<file path="src/dbc_pkg.sv">
`default_nettype none
package dbc_pkg;

   // byte codes the canonicalizer looks at
   localparam logic [7:0] CH_CR = 8'h0D;
   localparam logic [7:0] CH_LF = 8'h0A;
   localparam logic [7:0] CH_SP = 8'h20;
   localparam logic [7:0] CH_HT = 8'h09;
   localparam logic [7:0] CH_VT = 8'h0B;
   localparam logic [7:0] CH_FF = 8'h0C;

   // depth of the command queue between front and back
   localparam int CMD_DEPTH = 4;
   localparam int CMD_PTR_W = $clog2(CMD_DEPTH);
   localparam int CMD_CNT_W = $clog2(CMD_DEPTH + 1);

   // one command for the back end: a collapsed stream byte or a body end
   typedef struct packed {
      logic       is_end;
      logic [7:0] data;
   } cmd_type;

   // back end sequencer
   typedef enum logic [0:0] {
      BK_RUN,
      BK_END_LF
   } back_state_type;

endpackage
`default_nettype wire

</file>
<file path="src/dbc_front.sv">
`default_nettype none
module dbc_front
   import dbc_pkg::*;
(
   input  wire logic       clock,
   input  wire logic       reset,
   input  wire logic       body_mode,
   input  wire logic       req_tvalid,
   output logic            req_tready,
   input  wire logic [7:0] req_tdata,
   input  wire logic       req_tlast,
   output logic            cmd_push,
   output cmd_type         cmd_out,
   input  wire logic       cmd_full
);

   cmd_type    pend_ff [0:2];
   cmd_type    pend_in [0:2];
   cmd_type    list    [0:2];
   logic [1:0] pend_cnt_ff, pend_cnt_in;
   logic [1:0] list_cnt;
   logic       open_ff, open_in, open_next;
   logic       accept;
   logic       is_sp_ht, is_cont, is_cr;

   // byte classes
   assign is_sp_ht = (req_tdata == CH_SP) || (req_tdata == CH_HT);
   assign is_cont  = is_sp_ht || (req_tdata == CH_LF) || (req_tdata == CH_VT)
                     || (req_tdata == CH_FF);
   assign is_cr    = (req_tdata == CH_CR);

   // hand pending commands to the queue, oldest first
   assign cmd_push   = (pend_cnt_ff != 2'd0) && !cmd_full;
   assign cmd_out    = pend_ff[0];
   assign req_tready = (pend_cnt_ff == 2'd0) || ((pend_cnt_ff == 2'd1) && cmd_push);
   assign accept     = req_tvalid && req_tready;

   // whitespace collapsing: build the command list for one input byte
   always_comb begin
      for (int i = 0; i < 3; i++) begin
         list[i] = '0;
      end
      list_cnt  = 2'd0;
      open_next = open_ff;
      if (body_mode) begin
         if (open_ff) begin
            if (!is_cont) begin
               open_next = 1'b0;
               if (is_cr) begin
                  list[0]  = '{is_end: 1'b0, data: req_tdata};
                  list_cnt = 2'd1;
               end else begin
                  list[0]  = '{is_end: 1'b0, data: CH_SP};
                  list[1]  = '{is_end: 1'b0, data: req_tdata};
                  list_cnt = 2'd2;
               end
            end
         end else if (is_sp_ht) begin
            open_next = 1'b1;
         end else begin
            list[0]  = '{is_end: 1'b0, data: req_tdata};
            list_cnt = 2'd1;
         end
         // a run still open at the body end yields one space
         if (req_tlast && open_next) begin
            list[list_cnt] = '{is_end: 1'b0, data: CH_SP};
            list_cnt       = list_cnt + 2'd1;
            open_next      = 1'b0;
         end
      end else begin
         list[0]   = '{is_end: 1'b0, data: req_tdata};
         list_cnt  = 2'd1;
         open_next = 1'b0;
      end
      if (req_tlast) begin
         list[list_cnt] = '{is_end: 1'b1, data: CH_CR};
         list_cnt       = list_cnt + 2'd1;
         open_next      = 1'b0;
      end
   end

   // next pending list: load on accept, else shift on each transfer to the queue
   always_comb begin
      pend_in     = pend_ff;
      pend_cnt_in = pend_cnt_ff;
      open_in     = open_ff;
      if (accept) begin
         pend_in     = list;
         pend_cnt_in = list_cnt;
         open_in     = open_next;
      end else if (cmd_push) begin
         pend_in[0]  = pend_ff[1];
         pend_in[1]  = pend_ff[2];
         pend_cnt_in = pend_cnt_ff - 2'd1;
      end
   end

   // control state
   always_ff @(posedge clock) begin
      if (reset) begin
         pend_cnt_ff <= 2'd0;
         open_ff     <= 1'b0;
      end else begin
         pend_cnt_ff <= pend_cnt_in;
         open_ff     <= open_in;
      end
   end

   // pending command payload
   always_ff @(posedge clock) begin
      pend_ff <= pend_in;
   end

endmodule
`default_nettype wire

</file>
<file path="src/dbc_cmd_fifo.sv">
`default_nettype none
module dbc_cmd_fifo
   import dbc_pkg::*;
(
   input  wire logic clock,
   input  wire logic reset,
   input  wire logic push,
   input  cmd_type   push_cmd,
   output logic      full,
   input  wire logic pop,
   output cmd_type   head,
   output logic      empty
);

   cmd_type                mem_ff [0:CMD_DEPTH-1];
   logic [CMD_PTR_W-1:0]   wr_ptr_ff, wr_ptr_in;
   logic [CMD_PTR_W-1:0]   rd_ptr_ff, rd_ptr_in;
   logic [CMD_CNT_W-1:0]   cnt_ff, cnt_in;

   assign full  = (cnt_ff == CMD_CNT_W'(CMD_DEPTH));
   assign empty = (cnt_ff == '0);
   assign head  = mem_ff[rd_ptr_ff];

   // pointer and fill level update
   always_comb begin
      wr_ptr_in = push ? wr_ptr_ff + 1'b1 : wr_ptr_ff;
      rd_ptr_in = pop  ? rd_ptr_ff + 1'b1 : rd_ptr_ff;
      cnt_in    = cnt_ff;
      if (push && !pop) begin
         cnt_in = cnt_ff + 1'b1;
      end else if (pop && !push) begin
         cnt_in = cnt_ff - 1'b1;
      end
   end

   always_ff @(posedge clock) begin
      if (reset) begin
         wr_ptr_ff <= '0;
         rd_ptr_ff <= '0;
         cnt_ff    <= '0;
      end else begin
         wr_ptr_ff <= wr_ptr_in;
         rd_ptr_ff <= rd_ptr_in;
         cnt_ff    <= cnt_in;
      end
   end

   // queue storage
   always_ff @(posedge clock) begin
      if (push) begin
         mem_ff[wr_ptr_ff] <= push_cmd;
      end
   end

   // fill level stays within the queue depth
   a_fifo_level: assert property (@(posedge clock) disable iff (reset)
      cnt_ff <= CMD_CNT_W'(CMD_DEPTH))
      else $error("command queue level out of range");

endmodule
`default_nettype wire

</file>
<file path="src/dbc_back.sv">
`default_nettype none
module dbc_back
   import dbc_pkg::*;
#(
   parameter int MAX_HELD_BREAKS = 32
) (
   input  wire logic       clock,
   input  wire logic       reset,
   input  cmd_type         head,
   input  wire logic       empty,
   output logic            pop,
   output logic            rsp_tvalid,
   input  wire logic       rsp_tready,
   output logic [7:0]      rsp_tdata,
   output logic            rsp_tlast,
   output logic            rsp_tuser
);

   localparam int PTR_W = (MAX_HELD_BREAKS > 1) ? $clog2(MAX_HELD_BREAKS) : 1;
   localparam int CNT_W = $clog2(MAX_HELD_BREAKS + 1);
   localparam logic [PTR_W-1:0] PTR_LAST = PTR_W'(MAX_HELD_BREAKS - 1);
   localparam logic [CNT_W-1:0] CNT_FULL = CNT_W'(MAX_HELD_BREAKS);

   back_state_type     state_ff, state_in;
   logic               held_ff [0:MAX_HELD_BREAKS-1];
   logic               oldest_ff;
   logic [PTR_W-1:0]   rd_ptr_ff, rd_ptr_in;
   logic [PTR_W-1:0]   wr_ptr_ff, wr_ptr_in;
   logic [CNT_W-1:0]   cnt_ff, cnt_in;
   logic               first_done_ff, first_done_in;
   logic               out_valid_ff, out_valid_in;
   logic [7:0]         out_byte_ff;
   logic               out_last_ff, out_ovf_ff;

   logic               out_free;
   logic               emit, emit_last, emit_ovf;
   logic [7:0]         emit_byte;
   logic               hold_push, hold_pop, hold_clear;
   logic               first_set, first_clr;
   logic               is_brk;
   logic [7:0]         oldest_byte;

   assign out_free    = !out_valid_ff || rsp_tready;
   assign is_brk      = (head.data == CH_CR) || (head.data == CH_LF);
   assign oldest_byte = oldest_ff ? CH_LF : CH_CR;

   // next state
   always_comb begin
      state_in = state_ff;
      unique case (state_ff)
         BK_RUN: begin
            if (!empty && head.is_end && out_free) begin
               state_in = BK_END_LF;
            end
         end
         BK_END_LF: begin
            if (out_free) begin
               state_in = BK_RUN;
            end
         end
         default: state_in = BK_RUN;
      endcase
   end

   // actions: release, hold or emit one byte a cycle while the output register is free
   always_comb begin
      pop        = 1'b0;
      emit       = 1'b0;
      emit_byte  = head.data;
      emit_last  = 1'b0;
      emit_ovf   = 1'b0;
      hold_push  = 1'b0;
      hold_pop   = 1'b0;
      hold_clear = 1'b0;
      first_set  = 1'b0;
      first_clr  = 1'b0;
      unique case (state_ff)
         BK_RUN: begin
            if (!empty) begin
               if (head.is_end) begin
                  // body end: drop held breaks, start the closing CRLF
                  if (out_free) begin
                     emit       = 1'b1;
                     emit_byte  = CH_CR;
                     hold_clear = 1'b1;
                     first_clr  = 1'b1;
                  end
               end else if (!first_done_ff) begin
                  // first byte of the stream goes out at once
                  if (out_free) begin
                     emit      = 1'b1;
                     pop       = 1'b1;
                     first_set = 1'b1;
                  end
               end else if (is_brk) begin
                  if (cnt_ff == CNT_FULL) begin
                     // store full: release the oldest break flagged
                     if (out_free) begin
                        emit      = 1'b1;
                        emit_byte = oldest_byte;
                        emit_ovf  = 1'b1;
                        hold_pop  = 1'b1;
                        hold_push = 1'b1;
                        pop       = 1'b1;
                     end
                  end else begin
                     hold_push = 1'b1;
                     pop       = 1'b1;
                  end
               end else if (cnt_ff != '0) begin
                  // content byte: drain held breaks first
                  if (out_free) begin
                     emit      = 1'b1;
                     emit_byte = oldest_byte;
                     hold_pop  = 1'b1;
                  end
               end else if (out_free) begin
                  emit = 1'b1;
                  pop  = 1'b1;
               end
            end
         end
         BK_END_LF: begin
            if (out_free) begin
               emit      = 1'b1;
               emit_byte = CH_LF;
               emit_last = 1'b1;
               pop       = 1'b1;
            end
         end
         default: begin
            pop = 1'b0;
         end
      endcase
   end

   // hold store pointers, level and first byte flag
   always_comb begin
      rd_ptr_in = rd_ptr_ff;
      wr_ptr_in = wr_ptr_ff;
      cnt_in    = cnt_ff;
      if (hold_pop) begin
         rd_ptr_in = (rd_ptr_ff == PTR_LAST) ? '0 : rd_ptr_ff + 1'b1;
      end
      if (hold_push) begin
         wr_ptr_in = (wr_ptr_ff == PTR_LAST) ? '0 : wr_ptr_ff + 1'b1;
      end
      if (hold_push && !hold_pop) begin
         cnt_in = cnt_ff + 1'b1;
      end else if (hold_pop && !hold_push) begin
         cnt_in = cnt_ff - 1'b1;
      end
      if (hold_clear) begin
         rd_ptr_in = '0;
         wr_ptr_in = '0;
         cnt_in    = '0;
      end
      first_done_in = first_done_ff;
      if (first_set) begin
         first_done_in = 1'b1;
      end else if (first_clr) begin
         first_done_in = 1'b0;
      end
      out_valid_in = emit || (out_valid_ff && !rsp_tready);
   end

   // control state
   always_ff @(posedge clock) begin
      if (reset) begin
         state_ff      <= BK_RUN;
         rd_ptr_ff     <= '0;
         wr_ptr_ff     <= '0;
         cnt_ff        <= '0;
         first_done_ff <= 1'b0;
         out_valid_ff  <= 1'b0;
      end else begin
         state_ff      <= state_in;
         rd_ptr_ff     <= rd_ptr_in;
         wr_ptr_ff     <= wr_ptr_in;
         cnt_ff        <= cnt_in;
         first_done_ff <= first_done_in;
         out_valid_ff  <= out_valid_in;
      end
   end

   // held break store (1 = LF, 0 = CR), registered oldest entry and output register
   always_ff @(posedge clock) begin
      if (hold_push) begin
         held_ff[wr_ptr_ff] <= (head.data == CH_LF);
      end
      // oldest entry follows the next read pointer, bypassing a write to it
      if (hold_push && (wr_ptr_ff == rd_ptr_in)) begin
         oldest_ff <= (head.data == CH_LF);
      end else begin
         oldest_ff <= held_ff[rd_ptr_in];
      end
      if (emit) begin
         out_byte_ff <= emit_byte;
         out_last_ff <= emit_last;
         out_ovf_ff  <= emit_ovf;
      end
   end

   assign rsp_tvalid = out_valid_ff;
   assign rsp_tdata  = out_byte_ff;
   assign rsp_tlast  = out_last_ff;
   assign rsp_tuser  = out_ovf_ff;

   // hold level never exceeds the store size
   a_hold_level: assert property (@(posedge clock) disable iff (reset)
      cnt_ff <= CNT_FULL)
      else $error("hold store level out of range");

   // an early release only happens with a full store
   a_ovf_full: assert property (@(posedge clock) disable iff (reset)
      emit && emit_ovf |-> cnt_ff == CNT_FULL)
      else $error("overflow release without full store");

   // the final LF closes the body with an empty store
   a_last_clear: assert property (@(posedge clock) disable iff (reset)
      emit && emit_last |-> state_ff == BK_END_LF && cnt_ff == '0 && !first_done_ff)
      else $error("final byte emitted out of sequence");

endmodule
`default_nettype wire

</file>
<file path="src/dkim_body_canonicalizer_core.sv">
`default_nettype none
// Body canonicalizer for DKIM signing: takes the raw body one byte per transfer
// (tlast on the final byte) and produces the canonical body, ending in CRLF with
// tlast on the LF. csr_data bit 0 selects simple (0) or relaxed (1, reset value)
// canonicalization, written by the user only between bodies; the block does not
// enforce this. A front end collapses whitespace runs and turns each byte into
// zero to three commands; a four entry queue feeds a back end that holds trailing
// CR/LF bytes in a store of MAX_HELD_BREAKS entries and emits one output byte per
// cycle unless rsp_tready stalls it. A byte that makes one command or none is
// taken every cycle unless the queue is full; one with more holds the input
// until all are queued. Held breaks go out when a later content byte releases
// them; a break that finds the store full sends the oldest one with tuser set.
module dkim_body_canonicalizer_core
   import dbc_pkg::*;
#(
   parameter int MAX_HELD_BREAKS = 32
) (
   input  wire logic       clock,
   input  wire logic       reset,
   // configuration write
   input  wire logic       csr_valid,
   output logic            csr_ready,
   input  wire logic       csr_data,     // body_mode
   // raw body bytes
   input  wire logic       req_tvalid,
   output logic            req_tready,
   input  wire logic [7:0] req_tdata,    // in_byte
   input  wire logic       req_tlast,
   // canonical body bytes
   output logic            rsp_tvalid,
   input  wire logic       rsp_tready,
   output logic [7:0]      rsp_tdata,    // out_byte
   output logic            rsp_tlast,
   output logic            rsp_tuser     // hold_overflow
);

   logic    body_mode_ff, body_mode_in;
   logic    cmd_push, cmd_full, cmd_pop, cmd_empty;
   cmd_type cmd_in_q, cmd_head;

   // mode register
   assign csr_ready    = 1'b1;
   assign body_mode_in = (csr_valid && csr_ready) ? csr_data : body_mode_ff;

   always_ff @(posedge clock) begin
      if (reset) begin
         body_mode_ff <= 1'b1;
      end else begin
         body_mode_ff <= body_mode_in;
      end
   end

   // input classification and whitespace collapsing
   dbc_front u_front (
      .clock      (clock),
      .reset      (reset),
      .body_mode  (body_mode_ff),
      .req_tvalid (req_tvalid),
      .req_tready (req_tready),
      .req_tdata  (req_tdata),
      .req_tlast  (req_tlast),
      .cmd_push   (cmd_push),
      .cmd_out    (cmd_in_q),
      .cmd_full   (cmd_full)
   );

   // command queue
   dbc_cmd_fifo u_cmd_fifo (
      .clock    (clock),
      .reset    (reset),
      .push     (cmd_push),
      .push_cmd (cmd_in_q),
      .full     (cmd_full),
      .pop      (cmd_pop),
      .head     (cmd_head),
      .empty    (cmd_empty)
   );

   // line break holding and output
   dbc_back #(
      .MAX_HELD_BREAKS (MAX_HELD_BREAKS)
   ) u_back (
      .clock      (clock),
      .reset      (reset),
      .head       (cmd_head),
      .empty      (cmd_empty),
      .pop        (cmd_pop),
      .rsp_tvalid (rsp_tvalid),
      .rsp_tready (rsp_tready),
      .rsp_tdata  (rsp_tdata),
      .rsp_tlast  (rsp_tlast),
      .rsp_tuser  (rsp_tuser)
   );

endmodule
`default_nettype wire

</file>
<file path="config.mk">
export PLATFORM = sky130hd
export DESIGN_NAME = dkim_body_canonicalizer_core
export DESIGN_NICKNAME = d
export VERILOG_FILES = /design/src/dbc_pkg.sv /design/src/dbc_front.sv /design/src/dbc_cmd_fifo.sv /design/src/dbc_back.sv /design/src/dkim_body_canonicalizer_core.sv
export SDC_FILE = /design/constraint.sdc
export NUM_CORES = 1
export LEC_CHECK = 0
export BUFFER_PORTS_ARGS = -buffer_cell sky130_fd_sc_hd__clkbuf_2
export CORE_MARGIN = 3
export CORE_UTILIZATION = 23
export DETAILED_ROUTE_END_ITERATION = 10
export GPL_ROUTABILITY_DRIVEN = 0
export PLACE_DENSITY = 0.47
export SYNTH_ARGS = -nofsm -noshare
export SYNTH_HDL_FRONTEND = slang
export SYNTH_SLANG_ARGS = --single-unit
export TNS_END_PERCENT = 5
</file>
<file path="constraint.sdc">
create_clock -name clock -period 6 [get_ports clock]
set_input_delay 1.2 -clock clock [delete_from_list [all_inputs] [get_ports clock]]
set_output_delay 1.2 -clock clock [all_outputs]
set_load 0.05 [all_outputs]
</file>
After elaboration in Yosys (flattened, before gate mapping)

Memories as Yosys holds them, arrays and structs flattened. A register that Yosys moved wholly into a read port is not among the register bits.
Cells that the tools add are included.

Output and inout bits: 13
Input bits: 15
Memory bits (writable): 68
Logic and storage cells: 198
Register bits: 67
Memories: 2

Reduce and logical (&&, ||, !) cells: 39
Equal/unequal tests: 13
Add/subtract/negate cells: 11
Muxes and demuxes: 97
$lt $le $gt $ge: 4
Bitwise gates (word level): 11

Memories:

| memory            | words | width | rd ports | clocked after Yosys merged registers in | wr ports | line               | text |
|---|---|---|---|---|---|---|---|
| u_cmd_fifo.mem_ff | 4     | 9     | 1        | 1                                       | 1        | dbc_cmd_fifo.sv:15 | `cmd_type mem_ff [0:CMD_DEPTH-1];` |
| u_back.held_ff    | 32    | 1     | 1        | 1                                       | 1        | dbc_back.sv:25     | `logic held_ff [0:MAX_HELD_BREAKS-1];` |

Operators with widths:

| kind                  | number |
|---|---|
| $mux W8               | 12 |
| $mux W9               | 7 |
| $eq A8 B4 Y1 const B  | 7 |
| $mux W18              | 3 |
| $mux W27              | 2 |
| $mux W1               | 46 |
| $demux W9 S2          | 2 |
| $and A24 B24 Y24      | 1 |
| $not A24 Y24          | 1 |
| $mux W2               | 11 |
| $mux W5               | 4 |
| $mux W17              | 1 |
| $pmux W8 S2           | 1 |
| $and A15 B15 Y15      | 1 |
| $not A15 Y15          | 1 |
| $logic_and A1 B1 Y1   | 13 |
| $mux W6               | 2 |
| $or A12 B12 Y12       | 1 |
| $add A5 B1 Y5 const B | 2 |
| $eq A5 B5 Y1 const B  | 2 |
| $reduce_bool A2 Y1    | 5 |
| $mux W3               | 3 |
| $add A2 B1 Y2 const B | 4 |
| $eq A8 B6 Y1 const B  | 1 |
| other kinds (21)      | 42 |

Logic depth before layout (Yosys ltp)

Depth after elaboration: 20
Mapped depth: 17
Gate-level depth less buffers: 16

Cells and area by module

From an unflattened synthesis, not the netlist that was laid out.

Cells, all modules: 533
Area, all modules: 6557.5 um^2

By module, submodules not included:

| module                       | seq. area each (um^2) | cells each | area an instance (um^2) | instances |
|---|---|---|---|---|
| dbc_back                     | 1741.7                | 288        | 3236.9                  | 1 |
| dbc_cmd_fifo                 | 1261.2                | 91         | 1729.2                  | 1 |
| dbc_front                    | 660.6                 | 149        | 1545.2                  | 1 |
| dkim_body_canonicalizer_core | 20.0                  | 5          | 46.3                    | 1 |

Worst setup path after synthesis

No wires, ideal clock.

Path type: reg2reg
Start point: register with a tool-made name
End point: register u_back.cnt_ff[5]
Buffers on the path: 1
Arrival time: 4.116 ns
Setup time: 0.070 ns
Slack: 1.814 ns
Period minus slack after synthesis: 4.186 ns
Stages on the path, launching flop included: 18
Required time: 5.930 ns
Cell sequence: dfxtp_1 > buf_6 > mux4_2 > or3b_4 > a2111oi_4 > nand3_2 > or2_1 > clkinv_1 > ha_1 > inv_1 > ha_1 > a21o_1 > a21oi_1 > o21bai_1 > a21oi_1 > xnor2_1 > or3_1 > a21oi_1

RTL lines:

| what                 | line            | text |
|---|---|---|
| to (signal assigned) | dbc_back.sv:180 | `cnt_ff <= cnt_in;` |
| to (decl)            | dbc_back.sv:29  | `logic [CNT_W-1:0] cnt_ff, cnt_in;` |

==> impl_metrics.csv <==
group,metric,value,unit
worst_setup_path,cp.arrival,5220,ps
placed_design,io_buffers,26,
clock_network,cts-root-buf,"clkbuf_16",
global_route,grt_pass1_vias,3958,
hold_path,hold_class,"reg2reg",
pwr,p_clk_share,30.7,%
pwr,p_switching,1.16,mW
cells_and_area,num-nets-final,576,
timing,period_minus_slack,4870,ps
route,wire_per_inst,14.0,microns
route,wirelength,12300,microns
timing,fin_crit_sh,81.2,%
timing,tns,0,ps
cells_and_area,nFillCells,2685,
global_route,grt_pass1_wl,20200,microns
run_status,status,"finished clean",
global_route,grt.total_usage,8.72,%
yosys,ys_ff_latch,135,
cells_and_area,syn_to_final_growth,16.6,%
yosys,synth_seq_area_share,58.4,%
route,postRouteAntennaNets,0,
clock_network,clk_pin_slew,60,ps
clock_network,cts.sinks,135,
timing,fin_worst_skew,9.05,ps
route,firstDrtPassIters,4,
worst_setup_path,worstSetupEndpointType,"flop",
clock_network,clock_path_buffers,2,
yosys,synth-edff-count,98,
timing,rsz0062_at_grt,"false",
pwr,p_leak,2.66,nW
yosys,synthCells,511,
pwr,power,3.41,mW
pwr,pwr-share-comb,27.2,%
floorplan,dieHeight,172,microns
pwr,p_int,2.25,mW
route,drt_iter0_drc,281,
timing,setup_viol_count_final,0,
route,via_per_inst,4.49,
timing,clock.fmax,205,MHz
yosys,synth_area,0.00631,sq mm
clock_network,clock_latency,420,ps
yosys,ys_warn_count,0,
yosys,syn_avg_cell_area,12.3,sq um
timing,worst_pin_slew,944,ps
clock_network,cts_setup_buffers,0,
global_route,antenna_found_initial,0,
pwr,cellPowerDensity,463,mW/mm^2
worst_setup_path,path_buf_inv,2,
placed_design,preCtsSetupSlack,1170,ps
floorplan,pin_count,28,
worst_setup_path,crit_required,6350,ps
clock_network,cts_tree,"yes",
floorplan,dieWidth,172,microns
worst_setup_path,start_kind,"flop",
floorplan,fp-row-count,59,
worst_setup_path,crit_type,"reg2reg",
floorplan,initial_utilization,23.8,%
floorplan,dieArea,0.0294,sq mm
yosys,synth_fp_nets,553,
placed_design,dpl.hpwl,8650,microns
timing,slew-limit-headroom,36.9,%
yosys,synth_cell_types,59,
clock_network,htreeDepth,4,
pwr,p_sw_share,34.0,%
global_route,grt_max_degree,33,
timing,drv_slew,0,
route,drc,0,
global_route,gr-total-overflow,0,
flow_run,cap_violations,0,
worst_setup_path,cpPeakStageDelay,640,ps
worst_setup_path,r2r_setup_slack,1130,ps
cells_and_area,multi_input_area,0.00242,sq mm
timing,layout_setup_ws,1130,ps
cells_and_area,ff_latch_area,0.00368,sq mm
cells_and_area,antenna_cells,0,
clock_network,cts_buffers,17,
worst_setup_path,cp_max_fo,9,
worst_setup_path,critPathTopFamily,"compound AO/OA/AOI/OAI gates",
timing,report.final.hold_viol_count,0,
pwr,power_frac_seq,42.1,%
worst_setup_path,slowest_stage,"dfxtp_1",
cells_and_area,layout-drive-gt1-share,15.2,%
floorplan,core_area,0.0265,sq mm
worst_setup_path,path_cells,"mux4_2 > or3b_4 > a2111oi_4 > nand3_2 > or2_1 > clkinv_1 > ha_1 > inv_1 > ha_1 > a21o_1 > a21oi_1 > o21bai_1 > a21oi_1 > xnor2_1 > or3_1 > a21oi_1",
pwr,vdd_drop_max,0.183,mV
clock_network,cts_resized,0,
worst_setup_path,crit_path_frequent_cell,"a21oi_1",
yosys,synth_ff_type,"edfxtp_1",
clock_network,cts-hold-fix-buffers,0,
route,vias,3954,
yosys,synthArstFlopShare,0,%
cells_and_area,fin_util,27.8,%
-- layout make-up --
cell class              instances  share of cell area, %
flip-flops and latches        135                   50.1
clock inverters                14                   2.25
multi-input cells             325                   32.9
well taps                     335                   5.70
inverters                      28                   1.43
clock buffers                  17                   5.78
repair buffers                 27                   1.87
-- layout by cell type, fill, tap and decap left out, types with 5 or more instances in the layout --
master,instances
and2_1,16
a21oi_1,33
xor2_1,5
nand3b_1,6
mux2i_1,7
nand2b_1,5
clkbuf_16,17
mux4_1,7
inv_1,26
ha_1,25
nand3_1,6
o21ai_0,20
nor3_1,7
mux4_2,12
clkbuf_2,26
dfxtp_1,37
edfxtp_1,98
a211oi_1,6
nor2_1,78
inv_6,6
xnor2_1,5
or3_1,5
nand2_1,20
-- synth_stat cells, drive strengths merged, types with 4 or more instances --
cell type  number  area, sq um
nand3b          6         45.0
xor2            5         43.8
a22o            4         35.0
nor4            4         25.0
nor3            7         35.0
nand2          20         75.1
nand3           7         40.0
nand2b          5         31.3
o21ai          20          100
a21oi          33          165
buf             5         38.8
nor2           78          293
xnor2           5         43.8
inv            26         97.6
mux4           19          454
or3b            6         55.1
and2           16          100
clkbuf         18         67.6
edfxtp         98         2940
or3             5         31.3
or2             5         31.3
dfxtp          37          741
ha             25          313
mux2i           7         70.1
a211oi          6         45.0
-- worst register-to-register path, cell delays in order (launching register included) --
cell,delay (ps)
dfxtp_1,640
mux4_2,610
or3b_4,440
a2111oi_4,550
nand3_2,160
or2_1,310
clkinv_1,150
ha_1,270
inv_1,130
ha_1,310
a21o_1,180
a21oi_1,230
o21bai_1,90
a21oi_1,190
xnor2_1,90
or3_1,310
a21oi_1,140
-- power groups by stage --
stage,logic (mW),registers [mW],clock network [mW]
floorplan,0.607,1.54,0
global placement,0.919,1.45,0
detailed placement,0.940,1.46,0
CTS,0.944,1.44,1.07
global route,1.03,1.46,1.11
finish,0.928,1.43,1.04
-- through the flow --
step / cells / instance area, sq um / hold WS (ps)
floorplan: 511 / 6310 / 459
global placement: 850 / 6760 / 481
detailed placement: 850 / 6760 / 493
CTS: 881 / 7350 / 505
global route: 881 / 7350 / 525
finish: 881 / 7350 / 505
-- cell families (layout without fill, tap and decap cells) --
logic type               count (synthesis)  in the layout  share of synthesized area [%]
XOR/XNOR                                10             10                           1.39
flip-flops                             135            135                           58.4
AO/OA/AOI/OAI                           90             90                           9.44
AND/OR/NAND/NOR                        171            171                           13.4
other                                    1              1                         0.0595
multiplexers                            26             26                           8.31
buffers and inverters                   51             86                           3.35
adder cells (fa/ha/maj)                 27             27                           5.59
-- sequential cells by signal (all words and copies together), names as in the netlist, named ones only --
register,cells
u_cmd_fifo.mem_ff,36
u_back.wr_ptr_ff,5
u_back.rsp_tlast,1
u_front.open_ff,1
u_back.state_ff,1
u_back.held_ff,32
u_front.cmd_out,9
u_back.rsp_tdata,8
u_back.cnt_ff,6
u_front.pend_ff,11
u_cmd_fifo.cnt_ff,3
u_cmd_fifo.wr_ptr_ff,2
u_front.pend_cnt_ff,2
u_back.rsp_tvalid,1
body_mode_ff,1
u_back.rsp_tuser,1
u_back.rd_ptr_ff,5
u_cmd_fifo.rd_ptr_ff,2
u_back.first_done_ff,1
-- layer usage --
layer / up-vias / share of wire, % / GRT usage, %
met5: - / 0 / 0
met4: 0 / 1.2 / 2.55
met3: 13 / 3.7 / 2.71
met2: 76 / 50 / 14.9
met1: 1939 / 46 / 10.6
li1: 1926 / - / -
-- final timing paths --
check | start | to | depth (start not counted)
hold reg to reg | u_front.cmd_out[4]$_DFFE_PP_ | u_cmd_fifo.mem_ff[3][4]$_DFFE_PP_ | 0
hold / removal | u_front.cmd_out[4]$_DFFE_PP_ | u_cmd_fifo.mem_ff[3][4]$_DFFE_PP_ | 0
setup / recovery | flop | u_back.cnt_ff[5]$_SDFFE_PP0P_ | 16
setup reg to reg | flop | u_back.cnt_ff[5]$_SDFFE_PP0P_ | 16
(Power assumes the default switching activity.)
